## config.mk

```make
export PLATFORM = sky130hd
export DESIGN_NAME = sorted_insert_priority_queue_top
export DESIGN_NICKNAME = d
export VERILOG_FILES = /design/src/rtl/sipq_pkg.sv /design/src/rtl/sorted_insert_priority_queue_top.sv /design/src/rtl/sipq_slot_ram.sv /design/src/rtl/sipq_engine.sv
export VERILOG_INCLUDE_DIRS = /design/src /design/src/rtl
export SDC_FILE = /design/constraint.sdc
export NUM_CORES = 1
export LEC_CHECK = 0
export ABC_CLOCK_PERIOD_IN_PS = 5200
export BUFFER_PORTS_ARGS = -buffer_cell sky130_fd_sc_hd__buf_2
export CAP_MARGIN = 20
export CORE_UTILIZATION = 30
export CTS_BUF_LIST = sky130_fd_sc_hd__clkbuf_8
export CTS_CLUSTER_SIZE = 8
export DETAILED_ROUTE_END_ITERATION = 8
export SYNTH_ARGS = -nofsm -noshare
export SYNTH_HDL_FRONTEND = slang
export SYNTH_SLANG_ARGS = --single-unit
```

## constraint.sdc

```tcl
create_clock -name aclk -period 5.2 [get_ports aclk]
set_clock_uncertainty 0.1 [all_clocks]
set_input_delay 0.52 -clock aclk [delete_from_list [all_inputs] [get_ports aclk]]
set_output_delay 0.52 -clock aclk [all_outputs]
set_load 0.01 [all_outputs]
```

## src/rtl/sorted_insert_priority_queue_top_defines.svh

```systemverilog
// assertion helpers used by the queue engine rtl
`ifndef SORTED_INSERT_PRIORITY_QUEUE_TOP_DEFINES_SVH
`define SORTED_INSERT_PRIORITY_QUEUE_TOP_DEFINES_SVH

// same-cycle implication, sampled on aclk, off while aresetn is low
`define SIPQ_ASSERT_IMP(label, ante, cons) \
    label: assert property (@(posedge aclk) disable iff (!aresetn) (ante) |-> (cons)) \
        else $error("sipq assertion failed");

// next-cycle implication, sampled on aclk, off while aresetn is low
`define SIPQ_ASSERT_NXT(label, ante, cons) \
    label: assert property (@(posedge aclk) disable iff (!aresetn) (ante) |=> (cons)) \
        else $error("sipq assertion failed");

`endif

```

## src/rtl/sipq_pkg.sv

```systemverilog
package sipq_pkg;

    // operation codes of the input kind field
    localparam logic KIND_ADD    = 1'b0;
    localparam logic KIND_REMOVE = 1'b1;

    // result status codes
    localparam logic [1:0] STAT_OK    = 2'd0;
    localparam logic [1:0] STAT_FULL  = 2'd1;
    localparam logic [1:0] STAT_EMPTY = 2'd2;

    // register map
    localparam logic       REG_CAPACITY = 1'b0;
    localparam logic [4:0] CAP_RESET    = 5'd16;

    // input transaction payload
    typedef struct packed {
        logic       kind;
        logic [7:0] item_prio;
        logic [7:0] item_char;
    } sipq_in_t;

    // result transaction payload
    typedef struct packed {
        logic [7:0] out_prio;
        logic [7:0] out_char;
        logic [1:0] status;
        logic [4:0] count;
    } sipq_out_t;

    // sequencer states
    typedef enum logic [2:0] {
        ST_IDLE,
        ST_ADD_RD,
        ST_ADD_CMP,
        ST_ADD_WR,
        ST_REM_RD,
        ST_REM_DAT,
        ST_DONE
    } sipq_state_t;

endpackage

```

## src/rtl/sorted_insert_priority_queue_top.sv

```systemverilog
// add: compares stored entries from the tail toward the head, at most the count, then writes
// remove: reads the head slot; a refused add or remove goes straight to the result stage
// one item at a time; each insert step is a memory read then a compare and write of one slot
// result goes to an output register, so the sequencer frees up while it waits to be taken
// reset (aresetn low, synchronous): queue empty, pointers zero, capacity 16, slots undefined
module sorted_insert_priority_queue_top #(
    parameter int DEPTH     = 16,
    parameter int PRIO_BITS = 8
) (
    input  logic                aclk,
    input  logic                aresetn,
    input  logic                s_valid,
    output logic                s_ready,
    input  sipq_pkg::sipq_in_t  s_data,
    output logic                m_valid,
    input  logic                m_ready,
    output sipq_pkg::sipq_out_t m_data,
    input  logic                psel,
    input  logic                penable,
    input  logic                pwrite,
    input  logic [2:0]          paddr,
    input  logic [31:0]         pwdata,
    output logic [31:0]         prdata,
    output logic                pready
);

    logic [4:0]          capacity_reg, capacity_next;
    logic                out_valid_reg, out_valid_next;
    sipq_pkg::sipq_out_t out_data_reg, out_data_next;
    logic                res_valid;
    logic                res_ready;
    sipq_pkg::sipq_out_t res_data;
    logic                cfg_write;

    sipq_engine #(
        .DEPTH     (DEPTH),
        .PRIO_BITS (PRIO_BITS)
    ) u_engine (
        .aclk      (aclk),
        .aresetn   (aresetn),
        .in_valid  (s_valid),
        .in_ready  (s_ready),
        .in_data   (s_data),
        .res_valid (res_valid),
        .res_ready (res_ready),
        .res_data  (res_data),
        .capacity  (capacity_reg)
    );

    // configuration register write
    assign pready    = 1'b1;
    assign cfg_write = psel && penable && pwrite && (paddr[2] == sipq_pkg::REG_CAPACITY);

    always_comb begin
        capacity_next = capacity_reg;
        if (cfg_write) begin
            capacity_next = pwdata[4:0];
        end
    end

    // register readback
    always_comb begin
        prdata = '0;
        if (paddr[2] == sipq_pkg::REG_CAPACITY) begin
            prdata = {27'b0, capacity_reg};
        end
    end

    // output register for the result transaction
    assign res_ready = !out_valid_reg || m_ready;

    always_comb begin
        out_valid_next = out_valid_reg;
        out_data_next  = out_data_reg;
        if (res_valid && res_ready) begin
            out_valid_next = 1'b1;
            out_data_next  = res_data;
        end else if (m_ready) begin
            out_valid_next = 1'b0;
        end
    end

    always_ff @(posedge aclk) begin
        if (!aresetn) begin
            capacity_reg  <= sipq_pkg::CAP_RESET;
            out_valid_reg <= 1'b0;
        end else begin
            capacity_reg  <= capacity_next;
            out_valid_reg <= out_valid_next;
        end
    end

    always_ff @(posedge aclk) begin
        out_data_reg <= out_data_next;
    end

    assign m_valid = out_valid_reg;
    assign m_data  = out_data_reg;

endmodule

```

## src/rtl/sipq_slot_ram.sv

```systemverilog
module sipq_slot_ram #(
    parameter int DEPTH = 16,
    parameter int WIDTH = 16
) (
    input  logic                     aclk,
    input  logic                     we,
    input  logic [$clog2(DEPTH)-1:0] waddr,
    input  logic [WIDTH-1:0]         wdata,
    input  logic [$clog2(DEPTH)-1:0] raddr,
    output logic [WIDTH-1:0]         rdata
);

    logic [WIDTH-1:0] slot_mem [DEPTH];
    logic [WIDTH-1:0] rdata_reg;

    // single write port
    always_ff @(posedge aclk) begin
        if (we) begin
            slot_mem[waddr] <= wdata;
        end
    end

    // registered read port
    always_ff @(posedge aclk) begin
        rdata_reg <= slot_mem[raddr];
    end

    assign rdata = rdata_reg;

endmodule

```

## src/rtl/sipq_engine.sv

```systemverilog
`include "sorted_insert_priority_queue_top_defines.svh"

module sipq_engine #(
    parameter int DEPTH     = 16,
    parameter int PRIO_BITS = 8
) (
    input  logic                 aclk,
    input  logic                 aresetn,
    input  logic                 in_valid,
    output logic                 in_ready,
    input  sipq_pkg::sipq_in_t   in_data,
    output logic                 res_valid,
    input  logic                 res_ready,
    output sipq_pkg::sipq_out_t  res_data,
    input  logic [4:0]           capacity
);

    localparam int AW   = $clog2(DEPTH);
    localparam int CW   = $clog2(DEPTH + 1);
    localparam int CMPW = (CW > 5) ? CW : 5;
    localparam int SW   = PRIO_BITS + 8;
    localparam logic [AW-1:0] LAST_SLOT = AW'(DEPTH - 1);

    sipq_pkg::sipq_state_t state_reg, state_next;

    logic [AW-1:0]        head_reg, head_next;
    logic [AW-1:0]        tail_reg, tail_next;
    logic [CW-1:0]        count_reg, count_next;
    logic [AW-1:0]        pos_reg, pos_next;
    logic [CW-1:0]        moved_reg, moved_next;
    logic [PRIO_BITS-1:0] prio_reg, prio_next;
    logic [7:0]           char_reg, char_next;
    logic [7:0]           res_prio_reg, res_prio_next;
    logic [7:0]           res_char_reg, res_char_next;
    logic [1:0]           status_reg, status_next;

    logic                 ram_we;
    logic [AW-1:0]        ram_waddr;
    logic [SW-1:0]        ram_wdata;
    logic [AW-1:0]        ram_raddr;
    logic [SW-1:0]        ram_rdata;

    logic [PRIO_BITS-1:0] rd_prio;
    logic [7:0]           rd_char;
    logic [39:0]          in_prio_wide;
    logic [39:0]          rd_prio_wide;
    logic [CMPW-1:0]      count_wide;
    logic [CMPW-1:0]      cap_wide;
    logic [CMPW-1:0]      eff_cap;
    logic                 is_full;
    logic                 is_empty;
    logic                 larger;
    logic [CW-1:0]        moved_inc;
    logic [AW-1:0]        pos_prev;

    function automatic logic [AW-1:0] slot_inc(input logic [AW-1:0] idx);
        slot_inc = (idx == LAST_SLOT) ? '0 : idx + 1'b1;
    endfunction

    function automatic logic [AW-1:0] slot_dec(input logic [AW-1:0] idx);
        slot_dec = (idx == '0) ? LAST_SLOT : idx - 1'b1;
    endfunction

    sipq_slot_ram #(
        .DEPTH (DEPTH),
        .WIDTH (SW)
    ) u_slot_ram (
        .aclk  (aclk),
        .we    (ram_we),
        .waddr (ram_waddr),
        .wdata (ram_wdata),
        .raddr (ram_raddr),
        .rdata (ram_rdata)
    );

    // occupancy checks against the saturated capacity
    assign count_wide = CMPW'(count_reg);
    assign cap_wide   = CMPW'(capacity);
    assign eff_cap    = (cap_wide > CMPW'(DEPTH)) ? CMPW'(DEPTH) : cap_wide;
    assign is_full    = (count_wide >= eff_cap);
    assign is_empty   = (count_reg == '0);

    // shared compare unit: stored neighbor against the entry being placed
    assign rd_prio   = ram_rdata[SW-1:8];
    assign rd_char   = ram_rdata[7:0];
    assign larger    = (rd_prio > prio_reg);
    assign moved_inc = moved_reg + 1'b1;
    assign pos_prev  = slot_dec(pos_reg);

    assign in_prio_wide = {32'b0, in_data.item_prio};
    assign rd_prio_wide = 40'(rd_prio);

    // next state
    always_comb begin
        state_next = state_reg;
        case (state_reg)
            sipq_pkg::ST_IDLE: begin
                if (in_valid) begin
                    if (in_data.kind == sipq_pkg::KIND_ADD) begin
                        if (is_full) begin
                            state_next = sipq_pkg::ST_DONE;
                        end else if (is_empty) begin
                            state_next = sipq_pkg::ST_ADD_WR;
                        end else begin
                            state_next = sipq_pkg::ST_ADD_RD;
                        end
                    end else begin
                        state_next = is_empty ? sipq_pkg::ST_DONE : sipq_pkg::ST_REM_RD;
                    end
                end
            end
            sipq_pkg::ST_ADD_RD: begin
                state_next = sipq_pkg::ST_ADD_CMP;
            end
            sipq_pkg::ST_ADD_CMP: begin
                if (larger && (moved_inc < count_reg)) begin
                    state_next = sipq_pkg::ST_ADD_RD;
                end else begin
                    state_next = sipq_pkg::ST_ADD_WR;
                end
            end
            sipq_pkg::ST_ADD_WR: begin
                state_next = sipq_pkg::ST_DONE;
            end
            sipq_pkg::ST_REM_RD: begin
                state_next = sipq_pkg::ST_REM_DAT;
            end
            sipq_pkg::ST_REM_DAT: begin
                state_next = sipq_pkg::ST_DONE;
            end
            sipq_pkg::ST_DONE: begin
                if (res_ready) begin
                    state_next = sipq_pkg::ST_IDLE;
                end
            end
            default: begin
                state_next = sipq_pkg::ST_IDLE;
            end
        endcase
    end

    // datapath and memory control per state
    always_comb begin
        head_next     = head_reg;
        tail_next     = tail_reg;
        count_next    = count_reg;
        pos_next      = pos_reg;
        moved_next    = moved_reg;
        prio_next     = prio_reg;
        char_next     = char_reg;
        res_prio_next = res_prio_reg;
        res_char_next = res_char_reg;
        status_next   = status_reg;
        ram_we        = 1'b0;
        ram_waddr     = pos_reg;
        ram_wdata     = {prio_reg, char_reg};
        ram_raddr     = pos_prev;
        case (state_reg)
            sipq_pkg::ST_IDLE: begin
                if (in_valid) begin
                    prio_next     = in_prio_wide[PRIO_BITS-1:0];
                    char_next     = in_data.item_char;
                    pos_next      = tail_reg;
                    moved_next    = '0;
                    res_prio_next = '0;
                    res_char_next = '0;
                    status_next   = sipq_pkg::STAT_OK;
                    if (in_data.kind == sipq_pkg::KIND_ADD) begin
                        if (is_full) begin
                            status_next = sipq_pkg::STAT_FULL;
                        end
                    end else if (is_empty) begin
                        status_next = sipq_pkg::STAT_EMPTY;
                    end
                end
            end
            sipq_pkg::ST_ADD_CMP: begin
                // shift the larger neighbor one slot toward the tail
                if (larger) begin
                    ram_we     = 1'b1;
                    ram_waddr  = pos_reg;
                    ram_wdata  = ram_rdata;
                    pos_next   = pos_prev;
                    moved_next = moved_inc;
                end
            end
            sipq_pkg::ST_ADD_WR: begin
                ram_we     = 1'b1;
                ram_waddr  = pos_reg;
                ram_wdata  = {prio_reg, char_reg};
                tail_next  = slot_inc(tail_reg);
                count_next = count_reg + 1'b1;
            end
            sipq_pkg::ST_REM_RD: begin
                ram_raddr = head_reg;
            end
            sipq_pkg::ST_REM_DAT: begin
                res_prio_next = rd_prio_wide[7:0];
                res_char_next = rd_char;
                count_next    = count_reg - 1'b1;
                if (count_reg == CW'(1)) begin
                    head_next = '0;
                    tail_next = '0;
                end else begin
                    head_next = slot_inc(head_reg);
                end
            end
            default: begin
            end
        endcase
    end

    // control state
    always_ff @(posedge aclk) begin
        if (!aresetn) begin
            state_reg <= sipq_pkg::ST_IDLE;
            head_reg  <= '0;
            tail_reg  <= '0;
            count_reg <= '0;
        end else begin
            state_reg <= state_next;
            head_reg  <= head_next;
            tail_reg  <= tail_next;
            count_reg <= count_next;
        end
    end

    // working and result registers
    always_ff @(posedge aclk) begin
        pos_reg      <= pos_next;
        moved_reg    <= moved_next;
        prio_reg     <= prio_next;
        char_reg     <= char_next;
        res_prio_reg <= res_prio_next;
        res_char_reg <= res_char_next;
        status_reg   <= status_next;
    end

    assign in_ready          = (state_reg == sipq_pkg::ST_IDLE);
    assign res_valid         = (state_reg == sipq_pkg::ST_DONE);
    assign res_data.out_prio = res_prio_reg;
    assign res_data.out_char = res_char_reg;
    assign res_data.status   = status_reg;
    assign res_data.count    = count_wide[4:0];

    `SIPQ_ASSERT_IMP(a_count_range, 1'b1, count_reg <= CW'(DEPTH))
    `SIPQ_ASSERT_IMP(a_empty_ptrs, count_reg == '0, head_reg == '0 && tail_reg == '0)
    `SIPQ_ASSERT_IMP(a_ready_idle, in_ready, state_reg == sipq_pkg::ST_IDLE)
    `SIPQ_ASSERT_NXT(a_done_idle, res_valid && res_ready, state_reg == sipq_pkg::ST_IDLE)

endmodule

```

# --- After elaboration in Yosys (flattened, before gate mapping) ---
# Memory sizes are Yosys's and may differ from the RTL's. A register that Yosys moved wholly into a read port is not among the register bits.
# Index checks and enable logic that the tools add are counted.
# Widths: inputs -> output; s select.
word_totals:
  inputBits: 59
  n_memories: 1
  reg_bits: 88
  mem_bits_rw: 256
mem_list:
  columns: ["memory", "depth", "word_bits", "read_ports", "rd_ports_with_merged_regs", "wr", "line_no", "rtl"]
  rows:
  - ["u_engine.u_slot_ram.slot_mem", 16, 16, 1, 1, 1, "sipq_slot_ram.sv:13", "logic [WIDTH-1:0] slot_mem [DEPTH];"]
classes:
  n_eq_ne: 13
  n_lt_le_gt_ge: 4
  n_bitwise: 1
  add_sub_neg: 6
  n_reduce_logical: 20
  muxes: 38
ops:
  columns: ["cell", "count"]
  rows:
  - ["$mux 16", 2]
  - ["$mux 4", 8]
  - ["$pmux 8 s2", 2]
  - ["$mux 5", 4]
  - ["$pmux 5 s2", 2]
  - ["$pmux 3 s6", 1]
  - ["$pmux 4 s2", 2]
  - ["$mux 3", 4]
  - ["$add 5x1->5 const B", 2]
  - ["$mux 2", 5]
  - ["$eq 3x3->1 const B", 3]
  - ["$add 4x1->4 const B", 2]
  - ["$eq 4x4->1 const B", 2]
  - ["$gt 8x8->1", 1]
  - ["$mux 8", 1]
  - ["$reduce_and 2->1", 4]
  - ["$reduce_bool 2->1", 4]
  - ["$eq 3x2->1 const B", 2]
  - ["$mux 1", 6]
  - ["$ne 2x1->1 const B", 3]
  - ["$eq 5x1->1 const B", 1]
  - ["$ge 5x5->1", 1]
  - ["$gt 5x5->1 const B", 1]
  - ["$logic_and 1x1->1", 5]
  - ["other kinds (14)", 14]

# --- Depth between registers and ports, before layout ---
logic_depth:
  ltp_word: 7
  ltp_mapped: 11
  ltp_nobuf: 9

# --- Modules after synthesis ---
# Synthesis repeated with hierarchy kept, for this count alone.
unflattened:
  hier_cells: 811
  hier_area_um2: 14541.4
modules_own_cells:
  columns: ["mod", "cells_per_inst", "n_inst", "area_per_inst_um2", "seq_area_each_um2"]
  rows:
  - ["sipq_slot_ram", 432, 1, 10042.1, 8007.7]
  - ["sipq_engine", 293, 1, 3284.4, 1611.5]
  - ["sorted_insert_priority_queue_top", 86, 1, 1214.9, 810.8]

# --- Worst setup path after synthesis ---
# No wires, ideal clock.
synth_path:
  path_type: "register -> register"
  from: "register u_engine.prio_reg[1]"
  to: "memory u_engine.u_slot_ram.slot_mem[4][0] (enable)"
  path_stages_with_launch: 10
  setup_ps: 413
  period_less_slack_ps: 3612
  slack_ps: 1588
  arrival_ps: 3099
  required_time_ps: 4687
  path_buffers: 1
  path_cell_list: "edfxtp_1 -> inv_1 -> ha_1 -> nor2b_1 -> o211ai_1 -> a211o_1 -> a21oi_2 -> buf_2 -> nor2_1 -> nor3b_1"
synth_via:
  elab_chain_cells: 5
synth_rtl:
  columns: ["element", "line_no", "rtl"]
  rows:
  - ["start, declared", "sipq_engine.sv:31", "logic [PRIO_BITS-1:0] prio_reg, prio_next;"]
  - ["start signal, assigned", "sipq_engine.sv:232", "prio_reg <= prio_next;"]
  - ["$gt 8x8->1", "sipq_engine.sv:86", "assign larger = (rd_prio > prio_reg);"]
  - ["$mux 1", "sipq_engine.sv:179", "if (larger) begin"]
  - ["$pmux 1 s2", "sipq_engine.sv:158", "case (state_reg)"]
  - ["$mux 1", "sipq_slot_ram.sv:18", "if (we) begin"]
  - ["$mux 1 (implied by the code)", "sipq_slot_ram.sv:19", "slot_mem[waddr] <= wdata;"]
  - ["end, declared", "sipq_slot_ram.sv:13", null]
# No other way between the ends.

# --- Final worst setup path ---
layout_path:
  from: "register u_engine.prio_reg[1]"
  to: "memory u_engine.u_slot_ram.slot_mem[10][15] (enable)"
# Same word-level chain as after synthesis.

==> metrics.md <==
| Metric | Value |
|---|---|
| Endpoint type of the worst setup path | flop |
| First-pass GRT wire length | 46.2 mm |
| Max-cap viol count | 0 |
| Cts repair resizes | 0 |
| Num CTS Buffers | 55 |
| Reg-to-reg critical path startpoint | u_engine.prio_reg[1]$_DFFE_PP_ |
| Worst setup SP type | flop |
| CTS sink count | 360 |
| Critical path fanouts, max | 19 |
| Sequential fraction of the synthesis area | 69.1% |
| Die extent in x | 226 um |
| H-tree levels | 2 |
| Clock Latency Late Sink | 0.62 ns |
| Placement Setup Slack | 1.77 ns |
| Top_reg_cell synth | edfxtp_1 |
| I/O pin cnt | 117 |
| Yosys synthesis warning count | 0 |
| Critical path required time | 5.31 ns |
| Die area | 51200 um^2 |
| Min Hold Slack | 0.0554 ns |
| Met3 wire length | 1.08 mm |
| Hold Startpoint | pwdata[4] |
| Post-route insts no fill | 1799 |
| WS Path Type | reg2reg |
| Layout cells sized above 1 | 16.7% |
| Syn-to-layout area delta | 13.6% |
| TritonCTS clock tree | built |
| CTS Root Cell | clkbuf_8 |
| Fillers | 4739 |
| Port bufs | 59 |
| Finished Cell Area | 17100 um^2 |
| Mean Syn Cell Area | 15.2 um^2 |
| Chip height | 226 um |
| Final TNS setup | 0 ns |
| Via-per-instance ratio | 4.52 |
| Pre-antenna DRT Iters | 4 |
| Number of DRC markers in iteration 0 | 409 |
| F_max | 293 MHz |
| GP Congestion | 0.772 |
| Largest register FFs | 256 |
| Worst-margin pin slew | 0.956 ns |
| Routed wire per std cell | 16.5 um |
| Power density cells | 553 nW/um^2 |
| # nets final | 1189 |
| Vias in the first global route | 8154 |
| Reg clk slew, reported paths | 0.06 ns |
| Total gr overflow | 0 |
| Switching portion of total power | 35.6% |
| Cell taking the most area after synthesis | edfxtp_1 |
| Routed Antenna Nets | 0 |
| Status | finished clean |
| Initial Util | 30.6% |
| Fin crit period | 3.41 ns |
| Sequential power share | 41.2% |
| Arrival time of the worst setup path | 3.52 ns |
| Seq cells post-synth | 360 |
| Pleak | 6.17 nW |
| Initial antenna violation count | 0 |
| Number of distinct library cells after synthesis | 55 |
| Metal-1 WL | 13.3 mm |
| RSZ-0062 raised after global routing | false |
| Mapped Cells | 990 |
| Placed cell areas | 16000 um^2 |
| Tot GR Track Use | 11.7% |
| Final design utilization | 34.8% |
| # DRC | 0 |
| Final hold vios | 0 |
| Worst Hold Class | in2reg |
| Final WS setup | 1.79 ns |
| Placed instance count | 1692 |
| Critical path startpoint | u_engine.prio_reg[1]$_DFFE_PP_ |
| Clock buffer depth | 3 |
| Synth Cell Area | 15100 um^2 |
| Slew Limit Fails | 0 |
| Total power draw | 9.47 mW |
| Yosys top cell area share | 64.1% |
| Rows | 81 |
| Switching power | 3.37 mW |
| Final setup fails | 0 |
| Clock power frac | 21.9% |
| Via count | 8128 |
| Core box area | 49300 um^2 |
| Async S/R FF share, synth | 0% |
| Max IR drop VDD | 397 uV |
| Post-CTS setup buffers | 0 |
| Largest cells by area after synthesis | edfxtp_1, mux2i_1, dfxtp_1, ha_1, mux2_1 |
| HPWL after DPL | 17.9 mm |
| Comb pwr share | 36.9% |
| Routed WL | 29.6 mm |
| Top sig layer | met4 |
| Post-synth EDFFs | 322 |
| Worst rel slew slack | 36.3% |
| Fin crit share | 65.6% |
| Metal2 WL | 14.5 mm |
| Int Pwr | 6.10 mW |
| Largest net degree at the start of global routing | 65 |
[layer usage]
metal	track usage, %	up-vias
li1	-	3902
met2	20.0	171
met5	0	-
met3	1.61	60
met4	4.45	0
met1	14.9	3995
[Yosys cell counts, types with 3 or more instances]
cell type and instances:
o31ai_1 3, nand2_1 59, ha_1 29, buf_8 4, a21o_1 3, nor3_1 10
mux2_2 24, mux2_1 24, a32oi_1 16, nor2b_1 14, and2_1 22, and3_1 7
xnor2_1 6, edfxtp_1 322, buf_2 8, o221ai_1 17, nand3b_1 5, o21ai_0 22
a21boi_0 4, nand3_1 12, dfxtp_1 38, mux2i_1 116, nand2b_1 4, buf_12 5
inv_1 20, buf_4 31, a21oi_1 46, nor3b_1 5, buf_6 7, clkbuf_1 19
nor2_1 55
[power groups by stage]
stage	combinational, mW	clock (mW)	sequential (mW)
6_report	3.50	2.07	3.90
5_1_grt	3.84	2.24	3.93
4_1_cts	3.54	2.14	3.90
3_5_place_dp	3.52	0	3.96
3_3_place_gp	3.48	0	3.95
2_1_floorplan	2.85	0	3.89
[worst max-delay path, stage by stage, from the launching register on]
cell	delay [ns]
edfxtp_1	0.39
inv_1	0.06
ha_1	0.28
nor2b_1	0.13
o211ai_1	0.09
a211o_1	0.36
a21oi_2	0.16
buf_4	0.32
o21ai_0	0.30
nor2_2	0.80
[cell families after synthesis]
family	synth area share, %
adders and majority gates	2.41
AOI/OAI and AO/OA	5.73
muxes	11.4
DFF	69.1
other	0.0498
xor gates and xnor gates	0.465
buffers and inverters	4.36
and+or+nand+nor	6.41
[placed cells by master, fill, tap and decap left out, types with 25 or more instances in the layout]
cell / synthesis / routed
clkbuf_8: 0 / 58
mux2i_1: 116 / 116
buf_2: 8 / 59
conb_1: 2 / 28
a21oi_1: 46 / 46
edfxtp_1: 322 / 322
buf_4: 31 / 25
ha_1: 29 / 29
inv_1: 20 / 43
nor2_1: 55 / 54
nand2_1: 59 / 59
dfxtp_1: 38 / 38
[cell type report]
cell class	count	area (um^2)	share of cell area, %
antenna	1	2.50	0.0146
inverter	20	75.1	0.438
multi-input combinational	562	4160	24.3
tap	664	831	4.85
clock buffer	58	798	4.66
clock inverter	32	154	0.898
timing repair buffer	102	683	3.99
sequential	360	10400	60.9
[repair_timing]
item,4_1_cts,5_1_grt
endpoints found under the setup margin,0,0
hold endpoints to repair,16,0
hold buffers,16,0
[path summary, 6_finish.rpt]
| kind | to | slack, ns | cells past startpoint |
|---|---|---|---|
| setup reg to reg | u_engine.u_slot_ram.slot_mem[10][15]$_DFFE_PP_ | 1.79 | 9 |
| hold reg to reg | m_data[18]$_DFFE_PP_ | 0.31 | 0 |
| setup / recovery | u_engine.u_slot_ram.slot_mem[10][15]$_DFFE_PP_ | 1.79 | 9 |
| hold / removal | capacity_reg[4]$_SDFFE_PN1P_ | 0.06 | 3 |
No activity file was read; power rests on OpenSTA's default activity.
